**src/design/sdiv_pkg.sv**
```systemverilog
`timescale 1ns / 1ps
// ----------------------------------------------------------------------------
// sdiv_pkg
// Shared types and constants for the signed 128-bit divider.
// ----------------------------------------------------------------------------
package sdiv_pkg;

  localparam int DATA_W  = 128;
  localparam int HALF_W  = DATA_W / 2;
  localparam int CELL_W  = 16;
  localparam int N_CELLS = DATA_W / CELL_W;
  localparam int CNT_W   = $clog2(DATA_W);

  typedef enum logic [1:0] {
    ST_IDLE,
    ST_RUN,
    ST_DONE
  } sdiv_state_t;

  // controls broadcast to every cell of the row
  typedef struct packed {
    logic load;
    logic step;
  } sdiv_cell_ctrl_t;

  function automatic logic [DATA_W-1:0] neg128(input logic [DATA_W-1:0] v);
    neg128 = ~v + DATA_W'(1);
  endfunction

endpackage

```
**src/design/sdiv_if.sv**
```systemverilog
`timescale 1ns / 1ps
// ----------------------------------------------------------------------------
// sdiv_in_if / sdiv_out_if
// Valid/ready channels carrying operands and results of the divider.
// ----------------------------------------------------------------------------
interface sdiv_in_if;
  logic               valid;
  logic               ready;
  logic        [63:0] dividend_low;
  logic signed [63:0] dividend_high;
  logic        [63:0] divisor_low;
  logic signed [63:0] divisor_high;

  modport source (output valid, dividend_low, dividend_high, divisor_low, divisor_high,
                  input ready);
  modport sink   (input valid, dividend_low, dividend_high, divisor_low, divisor_high,
                  output ready);
endinterface

interface sdiv_out_if;
  logic               valid;
  logic               ready;
  logic        [63:0] quotient_low;
  logic signed [63:0] quotient_high;
  logic        [63:0] remainder_low;
  logic signed [63:0] remainder_high;

  modport source (output valid, quotient_low, quotient_high, remainder_low, remainder_high,
                  input ready);
  modport sink   (input valid, quotient_low, quotient_high, remainder_low, remainder_high,
                  output ready);
endinterface

```
**src/design/sdiv_cell.sv**
```systemverilog
`timescale 1ns / 1ps
// ----------------------------------------------------------------------------
// sdiv_cell
// One slice of the shift-subtract datapath: remainder, quotient and divisor.
// ----------------------------------------------------------------------------
module sdiv_cell (
  input  logic                            clk,
  input  sdiv_pkg::sdiv_cell_ctrl_t       ctrl,
  input  logic [sdiv_pkg::CELL_W-1:0]     load_rem,
  input  logic [sdiv_pkg::CELL_W-1:0]     load_quo,
  input  logic [sdiv_pkg::CELL_W-1:0]     load_div,
  input  logic                            rem_in,
  input  logic                            quo_in,
  input  logic                            borrow_in,
  input  logic                            take,
  output logic                            rem_msb,
  output logic                            quo_msb,
  output logic                            borrow_out,
  output logic [sdiv_pkg::CELL_W-1:0]     rem_o,
  output logic [sdiv_pkg::CELL_W-1:0]     quo_o
);
  import sdiv_pkg::*;

  logic [CELL_W-1:0] rem_r, rem_nxt;
  logic [CELL_W-1:0] quo_r, quo_nxt;
  logic [CELL_W-1:0] div_r;
  logic [CELL_W-1:0] shifted;
  logic [CELL_W:0]   diff;

  assign shifted = {rem_r[CELL_W-2:0], rem_in};
  // slice of the trial subtract, borrow ripples up the row
  assign diff    = {1'b0, shifted} - {1'b0, div_r} - (CELL_W + 1)'(borrow_in);

  assign borrow_out = diff[CELL_W];
  assign rem_msb    = rem_r[CELL_W-1];
  assign quo_msb    = quo_r[CELL_W-1];
  assign rem_o      = rem_r;
  assign quo_o      = quo_r;

  always_comb begin
    rem_nxt = rem_r;
    quo_nxt = quo_r;
    if (ctrl.load) begin
      rem_nxt = load_rem;
      quo_nxt = load_quo;
    end else if (ctrl.step) begin
      rem_nxt = take ? diff[CELL_W-1:0] : shifted;
      quo_nxt = {quo_r[CELL_W-2:0], quo_in};
    end
  end

  always_ff @(posedge clk) begin
    rem_r <= rem_nxt;
    quo_r <= quo_nxt;
    if (ctrl.load) begin
      div_r <= load_div;
    end
  end

endmodule

```
**src/design/signed_128bit_divider.sv**
```systemverilog
`timescale 1ns / 1ps
// ----------------------------------------------------------------------------
// signed_128bit_divider
// Signed 128-bit divide with truncated quotient and dividend-signed remainder.
// ----------------------------------------------------------------------------
// in_req carries one request: dividend and divisor, each as a signed upper and
// an unsigned lower 64-bit half. out_res returns quotient and remainder in the
// same split form, one result per request, in order.
// A request is taken only while the divider is idle. Operands are reduced to
// magnitudes on acceptance, then a row of eight 16-bit cells retires one
// quotient bit per cycle in ST_RUN; the borrow of the trial subtract ripples
// through the row and sets every step. Signs are restored as the result
// enters the output register; a zero divisor skips the steps. The next request
// waits until the current result has moved into the output register.
// A finished result sits in the output register; the next request is taken
// while it waits. If the receiver stalls with a result still held, the
// divider waits with its own result until the register frees.
// rst_n (synchronous, active low) empties the divider and the output register.
// ----------------------------------------------------------------------------
module signed_128bit_divider (
  input  logic   clk,
  input  logic   rst_n,
  sdiv_in_if.sink    in_req,
  sdiv_out_if.source out_res
);
  import sdiv_pkg::*;

  sdiv_state_t       state_r, state_nxt;
  sdiv_cell_ctrl_t   ctrl;
  logic              out_load;
  logic [CNT_W-1:0]  cnt_r, cnt_nxt;
  logic              q_neg_r, n_neg_r;
  logic              out_valid_r;
  logic [DATA_W-1:0] out_q_r, out_rem_r;

  logic [DATA_W-1:0] n_in, d_in, n_mag, d_mag;
  logic              n_neg, d_neg, d_zero;
  logic [DATA_W-1:0] load_rem, load_quo;
  logic [DATA_W-1:0] rem_all, quo_all;
  logic [N_CELLS-1:0] rem_msb, quo_msb, borrow;
  logic              take;
  logic              accept, out_free;

  assign n_in   = {in_req.dividend_high, in_req.dividend_low};
  assign d_in   = {in_req.divisor_high, in_req.divisor_low};
  assign n_neg  = n_in[DATA_W-1];
  assign d_neg  = d_in[DATA_W-1];
  assign d_zero = (d_in == '0);
  assign n_mag  = n_neg ? neg128(n_in) : n_in;
  assign d_mag  = d_neg ? neg128(d_in) : d_in;

  // zero divisor skips the steps: remainder holds the dividend, quotient zero
  assign load_rem = d_zero ? n_mag : '0;
  assign load_quo = d_zero ? '0 : n_mag;

  assign accept   = in_req.valid && in_req.ready;
  assign out_free = !out_valid_r || out_res.ready;
  assign take     = !borrow[N_CELLS-1];

  genvar g;
  generate
    for (g = 0; g < N_CELLS; g++) begin : g_cell
      logic rem_in_w, quo_in_w, borrow_in_w;
      if (g == 0) begin : g_first
        assign rem_in_w    = quo_msb[N_CELLS-1];
        assign quo_in_w    = take;
        assign borrow_in_w = 1'b0;
      end else begin : g_rest
        assign rem_in_w    = rem_msb[g-1];
        assign quo_in_w    = quo_msb[g-1];
        assign borrow_in_w = borrow[g-1];
      end
      sdiv_cell u_cell (
        .clk        (clk),
        .ctrl       (ctrl),
        .load_rem   (load_rem[g*CELL_W +: CELL_W]),
        .load_quo   (load_quo[g*CELL_W +: CELL_W]),
        .load_div   (d_mag[g*CELL_W +: CELL_W]),
        .rem_in     (rem_in_w),
        .quo_in     (quo_in_w),
        .borrow_in  (borrow_in_w),
        .take       (take),
        .rem_msb    (rem_msb[g]),
        .quo_msb    (quo_msb[g]),
        .borrow_out (borrow[g]),
        .rem_o      (rem_all[g*CELL_W +: CELL_W]),
        .quo_o      (quo_all[g*CELL_W +: CELL_W])
      );
    end
  endgenerate

  // next state
  always_comb begin
    state_nxt = state_r;
    cnt_nxt   = cnt_r;
    unique case (state_r)
      ST_IDLE: begin
        if (accept) begin
          state_nxt = d_zero ? ST_DONE : ST_RUN;
          cnt_nxt   = CNT_W'(DATA_W - 1);
        end
      end
      ST_RUN: begin
        cnt_nxt = cnt_r - CNT_W'(1);
        if (cnt_r == '0) begin
          state_nxt = ST_DONE;
        end
      end
      ST_DONE: begin
        if (out_free) begin
          state_nxt = ST_IDLE;
        end
      end
      default: state_nxt = ST_IDLE;
    endcase
  end

  // outputs
  always_comb begin
    in_req.ready = 1'b0;
    ctrl.load    = 1'b0;
    ctrl.step    = 1'b0;
    out_load     = 1'b0;
    unique case (state_r)
      ST_IDLE: begin
        // no request is taken while reset is held
        in_req.ready = rst_n;
        ctrl.load    = in_req.valid && rst_n;
      end
      ST_RUN:  ctrl.step = 1'b1;
      ST_DONE: out_load  = out_free;
      default: ;
    endcase
  end

  always_ff @(posedge clk) begin
    if (!rst_n) begin
      state_r     <= ST_IDLE;
      cnt_r       <= '0;
      out_valid_r <= 1'b0;
    end else begin
      state_r <= state_nxt;
      cnt_r   <= cnt_nxt;
      if (out_load) begin
        out_valid_r <= 1'b1;
      end else if (out_res.ready) begin
        out_valid_r <= 1'b0;
      end
    end
  end

  always_ff @(posedge clk) begin
    if (accept) begin
      q_neg_r <= n_neg ^ d_neg;
      n_neg_r <= n_neg;
    end
    if (out_load) begin
      out_q_r   <= q_neg_r ? neg128(quo_all) : quo_all;
      out_rem_r <= n_neg_r ? neg128(rem_all) : rem_all;
    end
  end

  assign out_res.valid          = out_valid_r;
  assign out_res.quotient_low   = out_q_r[HALF_W-1:0];
  assign out_res.quotient_high  = signed'(out_q_r[DATA_W-1:HALF_W]);
  assign out_res.remainder_low  = out_rem_r[HALF_W-1:0];
  assign out_res.remainder_high = signed'(out_rem_r[DATA_W-1:HALF_W]);

endmodule
```
**src/flat_wrapper.sv**
```systemverilog
// flat-port wrapper written by rule: the top's interface ports become plain ports
module signed_128bit_divider_flat import sdiv_pkg::*;
  (clk, rst_n, in_req_valid, in_req_dividend_low, in_req_dividend_high, in_req_divisor_low, in_req_divisor_high, in_req_ready, out_res_valid, out_res_quotient_low, out_res_quotient_high, out_res_remainder_low, out_res_remainder_high, out_res_ready);
  sdiv_in_if in_req_i ();
  sdiv_out_if out_res_i ();
  input  logic clk;
  input  logic rst_n;
  input wire logic [$bits(in_req_i.valid)-1:0] in_req_valid;
  input wire logic [$bits(in_req_i.dividend_low)-1:0] in_req_dividend_low;
  input wire logic [$bits(in_req_i.dividend_high)-1:0] in_req_dividend_high;
  input wire logic [$bits(in_req_i.divisor_low)-1:0] in_req_divisor_low;
  input wire logic [$bits(in_req_i.divisor_high)-1:0] in_req_divisor_high;
  output wire logic [$bits(in_req_i.ready)-1:0] in_req_ready;
  output wire logic [$bits(out_res_i.valid)-1:0] out_res_valid;
  output wire logic [$bits(out_res_i.quotient_low)-1:0] out_res_quotient_low;
  output wire logic [$bits(out_res_i.quotient_high)-1:0] out_res_quotient_high;
  output wire logic [$bits(out_res_i.remainder_low)-1:0] out_res_remainder_low;
  output wire logic [$bits(out_res_i.remainder_high)-1:0] out_res_remainder_high;
  input wire logic [$bits(out_res_i.ready)-1:0] out_res_ready;
  assign in_req_i.valid = in_req_valid;
  assign in_req_i.dividend_low = in_req_dividend_low;
  assign in_req_i.dividend_high = in_req_dividend_high;
  assign in_req_i.divisor_low = in_req_divisor_low;
  assign in_req_i.divisor_high = in_req_divisor_high;
  assign in_req_ready = in_req_i.ready;
  assign out_res_valid = out_res_i.valid;
  assign out_res_quotient_low = out_res_i.quotient_low;
  assign out_res_quotient_high = out_res_i.quotient_high;
  assign out_res_remainder_low = out_res_i.remainder_low;
  assign out_res_remainder_high = out_res_i.remainder_high;
  assign out_res_i.ready = out_res_ready;
  signed_128bit_divider u_core (.clk(clk), .rst_n(rst_n), .in_req(in_req_i), .out_res(out_res_i));
endmodule
```
**config.mk**
```make
export PLATFORM = sky130hd
export DESIGN_NAME = signed_128bit_divider_flat
export DESIGN_NICKNAME = d
export VERILOG_FILES = /design/src/design/sdiv_pkg.sv /design/src/design/sdiv_if.sv /design/src/design/sdiv_cell.sv /design/src/design/signed_128bit_divider.sv /design/src/flat_wrapper.sv
export SDC_FILE = /design/constraint.sdc
export NUM_CORES = 2
export LEC_CHECK = 0
export BUFFER_PORTS_ARGS = -buffer_cell sky130_fd_sc_hd__buf_2
export CORE_UTILIZATION = 61
export DETAILED_ROUTE_END_ITERATION = 12
export PLACE_DENSITY = 0.82
export SLEW_MARGIN = 20
export SYNTH_ARGS = -nofsm -noshare
export SYNTH_HDL_FRONTEND = slang
export SYNTH_HIERARCHICAL = 1
export SYNTH_SLANG_ARGS = --single-unit
```
**constraint.sdc**
```tcl
create_clock -name clk -period 18.2 [get_ports clk]
set_input_delay 1.82 -clock clk [delete_from_list [all_inputs] [get_ports clk]]
set_output_delay 1.82 -clock clk [all_outputs]
set_load 0.01 [all_outputs]
```
==> metrics.md <==
| Metric | Value |
|---|---|
| H-tree Lvls | `3` |
| CTS tree | `yes` |
| Post-DR vias/cell | `6.45` |
| Final Net Count | `5917` |
| Ratio of cells with drive above 1 in the final layout | `17.4%` |
| Worst min path class | `reg -> reg` |
| Final GP Congestion | `1.02` |
| Most common cell after layout, fill and taps aside | `edfxtp_1` |
| Asr flop ratio synth | `0%` |
| Core Region | `0.0765 mm^2` |
| Std-Cell Rows | `101` |
| Most frequent cells in the layout | `edfxtp_1, buf_2, nor2_1` |
| Critical path's slowest cell | `fa_1` |
| Setup WS pre-CTS | `2.10 ns` |
| Cts hold-fix bufs | `0` |
| Routed Antenna Nets | `0` |
| Total Die Area | `0.0789 mm^2` |
| Setup Viol. Count Final | `0` |
| Top_reg_cell synth | `edfxtp_1` |
| Final Cell Area | `0.0536 mm^2` |
| Wire per inst | `25.0 um` |
| Slew @ Worst Pin | `1.24 ns` |
| Detailed placement HPWL | `124000 um` |
| TritonRoute pass-1 iters | `7` |
| Mapped cell area | `0.0475 mm^2` |
| Pin count of the biggest net entering global routing | `177` |
| Setup Buffers After CTS | `0` |
| Slowest Stage Delay on Critical Path | `0.44 ns` |
| Initial DRC count | `5403` |
| Later-pin clock latency in the skew report | `0.64 ns` |
| Worst Setup Path Type | `reg -> reg` |
| Final WL | `163000 um` |
| Clock Sinks | `652` |
| P&R area growth vs syn | `13.0%` |
| Pleak | `20.3 nW` |
| Fin crit share | `89.7%` |
| IO buf count | `517` |
| Pint | `4.86 mW` |
| Fillers | `5844` |
| Synth unique cells | `88` |
| Die Ht | `281 um` |
| YS warnings | `6` |
| GRT Util Overall | `40.1%` |
| Sw frac | `43.2%` |
| Worst EP required | `18.59 ns` |
| Post-synth EDFFs | `642` |
| RSZ-0062 raised after global routing | `false` |
| Crit path arrival time | `16.72 ns` |
| Pwr/cell area | `160 mW/mm^2` |
| Sw Pwr | `3.69 mW` |
| Share of power burned in registers | `29.1%` |
| Final Skew | `0.0367 ns` |
| MaxCap Viol Count | `0` |
| Core Util, Final | `70.1%` |
| Relative slew slack | `16.6%` |
| Setup TNS | `0 ns` |
| Maximum vdd drop | `159 uV` |
| Logic gate share of total power | `51.3%` |
| Outcome | `finished clean` |
| CP Capture Type | `register` |
| Num CTS Buffers | `75` |
| First-pass GRT wire length | `238000 um` |
| Multi-input logic area | `0.0256 mm^2` |
| Grt ovf | `0` |
| Die X | `281 um` |
| Crit start category | `register` |
| Worst path most repeated cell | `inv_1` |
| # DRC | `0` |
| Max clock buf depth | `3` |
| Detailed-route via count | `42100` |
| Register area share after synthesis | `41.0%` |
| Max Slew Vio Count | `0` |
| Fmax achieved | `0.0613 GHz` |
| Worst setup margin | `1.87 ns` |
| Sequential cell area | `0.0195 mm^2` |
| Final hold viol count | `0` |
| Vias in the first global route | `39300` |
| Max FO, Critical Path | `84` |
| Resize count post-CTS | `0` |
| Root Buffer | `clkbuf_16` |
| Ports | `518` |
| Mapped Avg Cell Area | `9.57 um^2` |
| Syn_nets | `5480` |
| Clock group share of total power | `19.6%` |
| Starting density of the core | `62.1%` |
| #FFs+latches synth | `652` |
| Post-synthesis instance total | `4959` |
| Placed Area | `0.0508 mm^2` |
| Initial antenna violation count | `74` |
| Minimum clock period | `16.33 ns` |
| Clock slew at reported path FFs | `0.07 ns` |
| PnR Total Power | `8.56 mW` |
-- cell type report --
class,count,share of cell area (%)
clock inverters,49,1.31
repair buffers,562,5.51
flip-flops and latches,652,36.3
well taps,1030,2.40
clock buffers,86,3.68
inverters,409,2.87
diodes,44,0.205
multi-input cells,3696,47.7
-- per-layer routing --
| metal | up-vias | global-route usage [%] | share of wire [%] |
|---|---|---|---|
| met3 | 540 | 10.5 | 11 |
| met4 | 60 | 21.8 | 5.8 |
| li1 | 18900 | - | - |
| met5 | - | 0 | 0.24 |
| met1 | 20100 | 51.6 | 38 |
| met2 | 2526 | 61.5 | 45 |
-- metrics by stage --
stage / hold slack [ns] / cells
detailed placement: 0.512 / 6349
global route: 0.551 / 6518
finish: 0.515 / 6528
floorplan: 0.473 / 4959
CTS: 0.512 / 6484
global placement: 0.497 / 6349
-- critical path: cells and delay by family (launching register included) --
kind,cells,cell delay [ns]
DFF,1,0.40
buffers and inverters,18,1.85
AOI/OAI and AO/OA,28,5.43
adders and majority gates,16,5.13
xor gates and xnor gates,7,1.07
and+or+nand+nor,10,2.13
-- sequential cells by signal (all words and copies together) (netlist names) --
signal / flops
u_core/g_cell.u_cell/rem_o: 128
u_core/q_neg_r: 1
u_core/state_r: 2
u_core/out_q_r: 128
u_core/g_cell.u_cell/quo_o: 128
u_core/n_neg_r: 1
u_core/out_rem_r: 128
u_core/g_cell.u_cell/div_r: 128
u_core/cnt_r: 7
u_core/out_res.valid: 1
-- power by group through the flow --
stage | sequential (mW) | combinational [mW] | clock, mW
after global routing | 2.50 | 4.80 | 1.73
after floorplan | 2.37 | 3.27 | 0
final | 2.49 | 4.39 | 1.68
after detailed placement | 2.49 | 4.23 | 0
after CTS | 2.46 | 4.28 | 1.68
after global placement | 2.48 | 4.14 | 0
-- Yosys cell counts (all sizes together) (8+ instances only) --
cell type  instances  area, um^2
mux2i             77         771
a211oi            17         128
o31ai            155        1180
mux2             144        1620
nand3b            19         143
edfxtp           642       19300
o2111ai            8        76.3
a221oi            29         309
xnor2            414        3630
xor2             167        1460
fa                16         320
ha               245        3070
nor3             175         876
nor2             473        1780
nor2b             15        93.8
nand4b            11         111
nand3            115         576
a31oi              9        62.6
or4               91         694
dfxtp             10         200
and3              33         206
or3               70         439
o211ai            46         420
nand2b            51         319
clkbuf           127         477
a21o              11        82.6
nor4              79         507
o21a              23         173
nor4b             13         234
a21boi            11        86.3
nand2            438        1640
o21ai            339        1780
inv              409        1540
a22oi             15         113
buf               75         429
nand4             53         332
a21oi            152         764
or2               36         225
o41ai             84         766
-- worst paths after layout --
path	startpoint	cells after the start	end	slack [ns]
setup / recovery	u_core/g_cell[0].u_cell/rem_o[8]	79	u_core/g_cell[2].u_cell/rem_o[15]	1.87
setup reg to reg	u_core/g_cell[0].u_cell/rem_o[8]	79	u_core/g_cell[2].u_cell/rem_o[15]	1.87
hold / removal	u_core/state_r[0]	1	u_core/cnt_r[6]	0.52
hold reg to reg	u_core/state_r[0]	1	u_core/cnt_r[6]	0.52
-- logic make-up after synthesis --
family	after synthesis	synth area share, %
simple gates	1702	17.8
mux	221	5.04
compound gates	930	13.1
flops	652	41.0
xor+xnor	581	10.7
buf+inv	611	5.14
fa+ha+maj	261	7.13
other cells	1	0.00790
Note: power is estimated with default switching activity, not from simulation.
